<file path="src/sws_pkg.sv">
`timescale 1ns / 1ps
// sws_pkg: types, codes and byte classes for the shell word splitter
// depends on nothing; used by every other file of the block but sws_in_if
package sws_pkg;

  // result kinds
  typedef enum logic [1:0] {
    KIND_CHAR = 2'd0,
    KIND_WEND = 2'd1,
    KIND_DONE = 2'd2,
    KIND_ERR  = 2'd3
  } kind_e;

  // quote modes; the fourth code is never entered and acts as unquoted, save that a 0 in it is an error
  localparam logic [1:0] QM_NONE   = 2'd0;
  localparam logic [1:0] QM_SINGLE = 2'd1;
  localparam logic [1:0] QM_DOUBLE = 2'd2;

  localparam logic [7:0] CH_NUL    = 8'h00;
  localparam logic [7:0] CH_BSLASH = 8'h5c;
  localparam logic [7:0] CH_SQUOTE = 8'h27;
  localparam logic [7:0] CH_DQUOTE = 8'h22;
  localparam logic [7:0] CH_STAR   = 8'h2a;
  localparam logic [7:0] CH_QMARK  = 8'h3f;
  localparam logic [7:0] CH_LBRACK = 8'h5b;
  localparam logic [7:0] CH_SPACE  = 8'h20;
  localparam logic [7:0] CH_TAB    = 8'h09;
  localparam logic [7:0] CH_LF     = 8'h0a;
  localparam logic [7:0] CH_VT     = 8'h0b;
  localparam logic [7:0] CH_FF     = 8'h0c;
  localparam logic [7:0] CH_CR     = 8'h0d;

  localparam int unsigned FifoDepth = 4;
  localparam int unsigned PtrW      = $clog2(FifoDepth);
  localparam int unsigned CntW      = $clog2(FifoDepth + 1);

  typedef struct packed {
    logic [1:0] quote_mode;
    logic       esc_pending;
    logic       esc_in_double;
    logic       word_open;
    logic       glob_flag;
  } split_state_t;

  typedef struct packed {
    kind_e      kind;
    logic [7:0] char_out;
    logic       glob_wanted;
    logic       last;
  } result_t;

  function automatic logic is_blank(input logic [7:0] c);
    return (c == CH_SPACE) || (c == CH_TAB) || (c == CH_LF) ||
           (c == CH_VT) || (c == CH_FF) || (c == CH_CR);
  endfunction

  function automatic logic is_wild(input logic [7:0] c);
    return (c == CH_STAR) || (c == CH_QMARK) || (c == CH_LBRACK);
  endfunction

endpackage

</file>
<file path="src/sws_in_if.sv">
`timescale 1ns / 1ps
// sws_in_if: byte channel into the splitter (valid, ready, one byte)
// no dependencies
interface sws_in_if;
  logic       valid;
  logic       ready;
  logic [7:0] char_in;

  modport source (output valid, output char_in, input ready);
  modport sink (input valid, input char_in, output ready);
endinterface

</file>
<file path="src/sws_out_if.sv">
`timescale 1ns / 1ps
// sws_out_if: result channel out of the splitter
// depends on sws_pkg for the kind codes
interface sws_out_if;
  logic           valid;
  logic           ready;
  sws_pkg::kind_e kind;
  logic [7:0]     char_out;
  logic           glob_wanted;
  logic           last;

  modport source (output valid, output kind, output char_out, output glob_wanted,
                  output last, input ready);
  modport sink (input valid, input kind, input char_out, input glob_wanted,
                input last, output ready);
endinterface

</file>
<file path="src/sws_decode.sv">
`timescale 1ns / 1ps
// sws_decode: next state and up to two results for one input byte
// depends on sws_pkg
module sws_decode (
  input  logic [7:0]            char_i,
  input  sws_pkg::split_state_t cur_i,
  output sws_pkg::split_state_t nxt_o,
  output logic [1:0]            res_cnt_o,
  output sws_pkg::result_t      res0_o,
  output sws_pkg::result_t      res1_o
);
  import sws_pkg::*;

  always_comb begin
    nxt_o     = cur_i;
    res_cnt_o = 2'd0;
    res0_o    = '0;
    res1_o    = '0;

    if (char_i == CH_NUL) begin
      if ((cur_i.quote_mode != QM_NONE) || cur_i.esc_pending) begin
        res0_o.kind = KIND_ERR;
        res_cnt_o   = 2'd1;
      end else if (cur_i.word_open) begin
        res0_o.kind        = KIND_WEND;
        res0_o.glob_wanted = cur_i.glob_flag;
        res1_o.kind        = KIND_DONE;
        res_cnt_o          = 2'd2;
      end else begin
        res0_o.kind = KIND_DONE;
        res_cnt_o   = 2'd1;
      end
      nxt_o = '0;
    end else if (cur_i.esc_pending) begin
      // escaped wildcard outside double quotes cancels globbing
      if (!cur_i.esc_in_double && is_wild(char_i)) begin
        nxt_o.glob_flag = 1'b0;
      end
      nxt_o.esc_pending   = 1'b0;
      nxt_o.esc_in_double = 1'b0;
      nxt_o.word_open     = 1'b1;
      res0_o.kind         = KIND_CHAR;
      res0_o.char_out     = char_i;
      res_cnt_o           = 2'd1;
    end else if (cur_i.quote_mode == QM_SINGLE) begin
      if (char_i == CH_SQUOTE) begin
        nxt_o.quote_mode = QM_NONE;
      end else begin
        res0_o.kind     = KIND_CHAR;
        res0_o.char_out = char_i;
        res_cnt_o       = 2'd1;
      end
    end else if (cur_i.quote_mode == QM_DOUBLE) begin
      if (char_i == CH_DQUOTE) begin
        nxt_o.quote_mode = QM_NONE;
      end else if (char_i == CH_BSLASH) begin
        nxt_o.esc_pending   = 1'b1;
        nxt_o.esc_in_double = 1'b1;
      end else begin
        res0_o.kind     = KIND_CHAR;
        res0_o.char_out = char_i;
        res_cnt_o       = 2'd1;
      end
    end else begin
      nxt_o.quote_mode = QM_NONE;
      if (is_blank(char_i)) begin
        if (cur_i.word_open) begin
          res0_o.kind        = KIND_WEND;
          res0_o.glob_wanted = cur_i.glob_flag;
          res_cnt_o          = 2'd1;
          nxt_o.word_open    = 1'b0;
          nxt_o.glob_flag    = 1'b0;
        end
      end else if (char_i == CH_BSLASH) begin
        nxt_o.esc_pending   = 1'b1;
        nxt_o.esc_in_double = 1'b0;
        nxt_o.word_open     = 1'b1;
      end else if (char_i == CH_SQUOTE) begin
        nxt_o.quote_mode = QM_SINGLE;
        nxt_o.word_open  = 1'b1;
      end else if (char_i == CH_DQUOTE) begin
        nxt_o.quote_mode = QM_DOUBLE;
        nxt_o.word_open  = 1'b1;
      end else begin
        if (is_wild(char_i)) begin
          nxt_o.glob_flag = 1'b1;
        end
        nxt_o.word_open = 1'b1;
        res0_o.kind     = KIND_CHAR;
        res0_o.char_out = char_i;
        res_cnt_o       = 2'd1;
      end
    end

    // mark the final result of this byte
    if (res_cnt_o == 2'd1) begin
      res0_o.last = 1'b1;
    end
    if (res_cnt_o == 2'd2) begin
      res1_o.last = 1'b1;
    end
  end

endmodule

</file>
<file path="src/sws_result_fifo.sv">
`timescale 1ns / 1ps
// sws_result_fifo: small result queue taking up to two entries a cycle
// depends on sws_pkg
module sws_result_fifo (
  input  logic                   clk_i,
  input  logic                   rst_ni,
  input  logic [1:0]             push_cnt_i,
  input  sws_pkg::result_t       push0_i,
  input  sws_pkg::result_t       push1_i,
  output logic                   space_o,
  output logic                   valid_o,
  input  logic                   pop_i,
  output sws_pkg::result_t       head_o
);
  import sws_pkg::*;

  result_t             mem_q [FifoDepth];
  logic [PtrW-1:0]     wr_ptr_q, wr_ptr_d;
  logic [PtrW-1:0]     rd_ptr_q, rd_ptr_d;
  logic [CntW-1:0]     count_q, count_d;
  logic                pop;

  // room for a worst case transaction of two results
  assign space_o = (count_q <= CntW'(FifoDepth - 2));
  assign valid_o = (count_q != '0);
  assign head_o  = mem_q[rd_ptr_q];
  assign pop     = pop_i && valid_o;

  always_comb begin
    wr_ptr_d = wr_ptr_q + PtrW'(push_cnt_i);
    rd_ptr_d = rd_ptr_q + PtrW'(pop);
    count_d  = count_q + CntW'(push_cnt_i) - CntW'(pop);
  end

  always_ff @(posedge clk_i or negedge rst_ni) begin
    if (!rst_ni) begin
      wr_ptr_q <= '0;
      rd_ptr_q <= '0;
      count_q  <= '0;
    end else begin
      wr_ptr_q <= wr_ptr_d;
      rd_ptr_q <= rd_ptr_d;
      count_q  <= count_d;
    end
  end

  always_ff @(posedge clk_i) begin
    if (push_cnt_i != 2'd0) begin
      mem_q[wr_ptr_q] <= push0_i;
    end
    if (push_cnt_i == 2'd2) begin
      mem_q[wr_ptr_q + PtrW'(1)] <= push1_i;
    end
  end

endmodule

</file>
<file path="src/shell_word_splitter.sv">
`timescale 1ns / 1ps
// shell_word_splitter: splits a zero-terminated byte string into shell words
// channels: char_i (bytes in, sink) and res_o (results out, source)
// depends on sws_pkg, sws_in_if, sws_out_if, sws_decode, sws_result_fifo
//
// usage: send the string one byte per transaction on char_i, ending with 0.
// each byte yields zero, one or two results on res_o: word characters, a word
// end carrying the glob flag, then a done or a syntax error for the final 0.
// the last result a byte causes has last set.
// results enter a four-entry result queue and leave it on res_o in order.
// throughput: one byte per cycle while the queue has two free entries; the
// final 0 can give two results, which drain one per cycle while res_o.ready.
// char_i.ready depends only on queue occupancy (two free entries), so a
// stalled receiver fills the queue and then holds off new bytes; nothing is
// lost. reset clears the quoting and word state and empties the queue.
module shell_word_splitter (
  input  logic      clk_i,
  input  logic      rst_ni,
  sws_in_if.sink    char_i,
  sws_out_if.source res_o
);
  import sws_pkg::*;

  split_state_t state_q, state_d;
  logic [1:0]   res_cnt;
  logic [1:0]   push_cnt;
  result_t      res0, res1, head;
  logic         in_acc;
  logic         space;
  logic         head_valid;

  assign char_i.ready = space;
  assign in_acc       = char_i.valid && space;
  assign push_cnt     = in_acc ? res_cnt : 2'd0;

  sws_decode u_decode (
    .char_i    (char_i.char_in),
    .cur_i     (state_q),
    .nxt_o     (state_d),
    .res_cnt_o (res_cnt),
    .res0_o    (res0),
    .res1_o    (res1)
  );

  always_ff @(posedge clk_i or negedge rst_ni) begin
    if (!rst_ni) begin
      state_q <= '0;
    end else if (in_acc) begin
      state_q <= state_d;
    end
  end

  sws_result_fifo u_fifo (
    .clk_i      (clk_i),
    .rst_ni     (rst_ni),
    .push_cnt_i (push_cnt),
    .push0_i    (res0),
    .push1_i    (res1),
    .space_o    (space),
    .valid_o    (head_valid),
    .pop_i      (res_o.ready),
    .head_o     (head)
  );

  assign res_o.valid       = head_valid;
  assign res_o.kind        = head.kind;
  assign res_o.char_out    = head.char_out;
  assign res_o.glob_wanted = head.glob_wanted;
  assign res_o.last        = head.last;

  // end of string always closes the transaction's results
  assert property (@(posedge clk_i) disable iff (!rst_ni)
    res_o.valid && ((res_o.kind == KIND_DONE) || (res_o.kind == KIND_ERR)) |-> res_o.last)
    else $error("done or error result without last");

  // terminating byte returns all state to its reset value
  assert property (@(posedge clk_i) disable iff (!rst_ni)
    in_acc && (char_i.char_in == CH_NUL) |=> (state_q == '0))
    else $error("state not cleared after end of string");

  // the double-quote escape marker only lives alongside a pending escape
  assert property (@(posedge clk_i) disable iff (!rst_ni)
    state_q.esc_in_double |-> state_q.esc_pending)
    else $error("escape_in_double without escape_pending");

  // only the terminating byte may give two results
  assert property (@(posedge clk_i) disable iff (!rst_ni)
    in_acc && (char_i.char_in != CH_NUL) |-> (res_cnt != 2'd2))
    else $error("two results from a non-terminating byte");

endmodule
</file>
<file path="src/flat_wrapper.sv">
// flat-port wrapper written by rule: the top's interface ports become plain ports
module shell_word_splitter_flat import sws_pkg::*;
  (clk_i, rst_ni, char_i_valid, char_i_char_in, char_i_ready, res_o_valid, res_o_kind, res_o_char_out, res_o_glob_wanted, res_o_last, res_o_ready);
  sws_in_if char_i_i ();
  sws_out_if res_o_i ();
  input  logic clk_i;
  input  logic rst_ni;
  input wire logic [$bits(char_i_i.valid)-1:0] char_i_valid;
  input wire logic [$bits(char_i_i.char_in)-1:0] char_i_char_in;
  output wire logic [$bits(char_i_i.ready)-1:0] char_i_ready;
  output wire logic [$bits(res_o_i.valid)-1:0] res_o_valid;
  output wire logic [$bits(res_o_i.kind)-1:0] res_o_kind;
  output wire logic [$bits(res_o_i.char_out)-1:0] res_o_char_out;
  output wire logic [$bits(res_o_i.glob_wanted)-1:0] res_o_glob_wanted;
  output wire logic [$bits(res_o_i.last)-1:0] res_o_last;
  input wire logic [$bits(res_o_i.ready)-1:0] res_o_ready;
  assign char_i_i.valid = char_i_valid;
  assign char_i_i.char_in = char_i_char_in;
  assign char_i_ready = char_i_i.ready;
  assign res_o_valid = res_o_i.valid;
  assign res_o_kind = res_o_i.kind;
  assign res_o_char_out = res_o_i.char_out;
  assign res_o_glob_wanted = res_o_i.glob_wanted;
  assign res_o_last = res_o_i.last;
  assign res_o_i.ready = res_o_ready;
  shell_word_splitter u_core (.clk_i(clk_i), .rst_ni(rst_ni), .char_i(char_i_i), .res_o(res_o_i));
endmodule
</file>
<file path="config.mk">
export PLATFORM = sky130hd
export DESIGN_NAME = shell_word_splitter_flat
export DESIGN_NICKNAME = d
export VERILOG_FILES = /design/src/sws_pkg.sv /design/src/sws_in_if.sv /design/src/sws_out_if.sv /design/src/sws_decode.sv /design/src/sws_result_fifo.sv /design/src/shell_word_splitter.sv /design/src/flat_wrapper.sv
export SDC_FILE = /design/constraint.sdc
export NUM_CORES = 1
export LEC_CHECK = 0
export ABC_AREA = 1
export BUFFER_PORTS_ARGS = -buffer_cell sky130_fd_sc_hd__buf_2
export CAP_MARGIN = 25
export CORE_UTILIZATION = 50
export DETAILED_ROUTE_END_ITERATION = 8
export PLACE_DENSITY = 0.7
export REMOVE_ABC_BUFFERS = 1
export SLEW_MARGIN = 15
export SYNTH_ARGS = -nofsm -noshare
export SYNTH_HDL_FRONTEND = slang
export SYNTH_SLANG_ARGS = --single-unit
</file>
<file path="constraint.sdc">
create_clock -name clk_i -period 2.7 [get_ports clk_i]
set_input_delay 0.405 -clock clk_i [delete_from_list [all_inputs] [get_ports clk_i]]
set_output_delay 0.405 -clock clk_i [all_outputs]
set_load 0.02 [all_outputs]
</file>
==> metrics.txt <==
run status finished, violations left; failing checks design-rule violations; DR pass1 iterations 7; Die W roughly 85 µm; vias in the first global route a little over 3k; n_diodes 0; register area share after synthesis between 30% and 40%; Worst slew margin 41.9%; NetSw about 2.0 mW; Tot GR Track Use between 20% and 30%; top layer in use met4; Final min period 2.52 ns; Sw Share between 40% and 50%; P_int between 2 and 3 mW; pin count of the biggest net entering global routing 67; Yosys top cell area share approximately a quarter; WL/cell between 10 and 15 µm; Clk Latency, worst-skew pair roughly 0.34 ns; Clock Power Share 20.4%; clk_skew roughly 0.0046 ns; Syn Inst Count 497; Num CTS Buffers 9; critical path peak fanout 7; worst hold slack ~0.48 ns; largest area contributor in the netlist dfxtp_1; Root Driver clkbuf_8; Tightest Pin Transition ~0.87 ns; Area Overhead vs Synth 15.7%; synth unique cells 31; Die ar. between 7000 and 8000 µm²; post-route antenna net violation count 0; Placed Cells ~600; syn avg cell area 6.90 µm²; Clock transition at path regs roughly 0.070 ns; fmax 396 MHz; synthesized flop and latch total between 60 and 70; Place WS -0.0827 ns; initial antenna violation count 0; maximum capacitance violations 0; post-route cell area slightly below 4000 µm²; Nets 551; IO Port Bufs 25; DR vias between 3k and 4k; area post-placement approximately 3700 µm²; final worst setup slack 0.175 ns; clock sinks between 60 and 70; Final Hold Viols 0; crit share post-route between 90% and 100%; PD cells around 1200 nW/µm²; Sequential Power Share around 34%; Die H around 85 µm; row count 29; Pleak 2.04 nW; Crit Path Class reg -> reg; clk buf depth 2; Overflow after GRT 0; top cells by area, synth dfxtp_1 (23%), nand2_1 (11%), dfrtp_1 (9.5%), nor2_1 (9.3%), nand3_1 (7.3%); cell area after synthesis about 3400 µm²; Starting DRT DRC Count around 250; CP endpoint kind flop; WL final 8630 µm; Final GP Congestion between 0.9 and 1; met2 WL around 4200 µm; WL met1 ~3800 µm; vias per cell ~5.4; fillers ~650; layout cells sized above 1 16.4%; Hold WC Path Type in -> async; Slew Limit Fails 0; DRC violations left 1; Critical Path Start Type flop; Layout Utilization around 61%; first-pass GRT wire length about 14,000 µm; Placeable Area between 6000 and 7000 µm²; io pins 26; Combinational Power Share between 40% and 50%; TritonCTS clock tree yes; final std cells w/o fill about 600; VDD IR max 0.563 mV; R2R depth 16; Finish-stage setup viols 0; synth warn 0; Initial Utilization between 50% and 60%; arrival time worst endpoint around 2.8 ns; H-tree depth 3; Req. time, crit path 2.93 ns; HPWL after DPL 5720 µm; routed wl met3 around 450 µm
-- through the flow --
stage	TNS [ns]	total power, mW
floorplan	0	2.97
global placement	0	3.61
detailed placement	-0.0827	3.65
CTS	0	4.61
global route	-0.0394	4.95
finish	0	4.62
-- critical path, stage by stage (launching register included) --
cell,delay [ns]
dfrtp_1,0.39
inv_1,0.10
nor2_4,0.21
nand3_2,0.12
nand2_1,0.08
inv_1,0.04
nand2_1,0.04
nand2_1,0.04
nand2_1,0.09
nand2_2,0.06
ha_1,0.28
inv_1,0.06
ha_1,0.13
inv_1,0.05
fa_1,0.41
xnor2_2,0.16
xor2_1,0.15
-- registers in the layout, indices dropped and copies added (netlist names) --
register / flops
u_core.u_fifo.rd_ptr_q: 2
u_core.state_q: 6
u_core.u_fifo.mem_q: 48
u_core.u_fifo.wr_ptr_q: 2
u_core.u_fifo.count_q: 3
-- worst paths after layout --
path | slack [ns] | endpoint | from
hold reg to reg | 0.48 | u_core.u_fifo.mem_q[2][6]$_SDFFE_PP0N_ | u_core.u_fifo.mem_q[2][6]$_SDFFE_PP0N_
max in group asynchronous | 1.99 | u_core.u_fifo.wr_ptr_q[1]$_DFF_PN0_ | rst_ni
setup / recovery | 0.18 | u_core.u_fifo.count_q[2]$_DFF_PN0_ | u_core.state_q[5]$_DFFE_PN0P_
hold / removal | 0.48 | u_core.state_q[2]$_DFFE_PN0P_ | rst_ni
min in group clk_i | 0.48 | u_core.u_fifo.mem_q[2][6]$_SDFFE_PP0N_ | u_core.u_fifo.mem_q[2][6]$_SDFFE_PP0N_
setup reg to reg | 0.18 | u_core.u_fifo.count_q[2]$_DFF_PN0_ | u_core.state_q[5]$_DFFE_PN0P_
-- synthesized netlist by cell type --
| library cell | n |
|---|---|
| nand2_1 | 100 |
| nor2_1 | 85 |
| nand3_1 | 50 |
| a21oi_1 | 43 |
| dfxtp_1 | 40 |
| o21ai_0 | 37 |
| inv_1 | 33 |
| clkbuf_1 | 18 |
| dfrtp_1 | 13 |
| o22ai_1 | 12 |
| edfxtp_1 | 8 |
| buf_6 | 7 |
| o21ai_1 | 7 |
| nand2_2 | 6 |
| ha_1 | 5 |
| inv_2 | 5 |
| nor2_2 | 4 |
| a31oi_1 | 3 |
| nand4_1 | 3 |
| xor2_1 | 3 |
| buf_2 | 2 |
| nor3_1 | 2 |
| o41ai_1 | 2 |
| xnor2_1 | 2 |
| a21boi_0 | 1 |
| buf_1 | 1 |
| fa_1 | 1 |
| nand3_2 | 1 |
| nor3_2 | 1 |
| nor3_4 | 1 |
| o31ai_1 | 1 |
-- power by group through the flow --
stage	Sequential, mW	Combinational (mW)	Clock (mW)
floorplan	1.56	1.40	0
global placement	1.59	2.01	0
detailed placement	1.60	2.05	0
CTS	1.59	2.07	0.955
global route	1.63	2.32	1.00
finish	1.59	2.09	0.942
-- placed cells by master, fill, tap and decap left out, types with 6 or more instances in the layout --
master / synthesis / routed
a21oi_1: 43 / 43
buf_2: 2 / 25
buf_4: 0 / 26
clkbuf_8: 0 / 10
dfrtp_1: 13 / 13
dfxtp_1: 40 / 40
edfxtp_1: 8 / 8
inv_1: 33 / 33
nand2_1: 100 / 100
nand2_2: 6 / 6
nand3_1: 50 / 50
nor2_1: 85 / 84
o21ai_0: 37 / 37
o21ai_1: 7 / 7
o22ai_1: 12 / 12
-- area by class of cell --
type                       count  area, µm²  area share (%)
tap                           77       96.3            2.43
sequential                    61       1370            34.4
multi-input combinational    370       1780            44.7
clock inverter                 4       48.8            1.23
timing repair buffer          53        350            8.83
inverter                      38        143            3.60
clock buffer                  12        188            4.73
-- logic make-up (layout without fill, tap and decap cells) --
logic type / Yosys count / count (layout) / share of synthesized area [%]
AOI/OAI and AO/OA: 106 / 106 / 16.4
xor gates and xnor gates: 5 / 5 / 1.28
adders and majority gates: 6 / 6 / 2.41
buffers and inverters: 66 / 107 / 8.83
DFF: 61 / 61 / 39.8
and+or+nand+nor: 253 / 253 / 31.3
-- per-layer routing --
metal	vias to the layer above	global-route usage, %
li1	1713	-
met1	1498	32.9
met2	92	41.4
met3	12	4.38
met4	0	10.5
met5	-	0
-- timing repair --
| action | 4_1_cts | 5_1_grt |
|---|---|---|
| endpoints found under the setup margin | 0 | 1 |
| hold buffers | 1 | 0 |
| resized for setup | 0 | 3 |
| buffers inserted | 0 | 1 |
| endpoints found under the hold margin | 13 | 0 |
(Power assumes the default switching activity.)
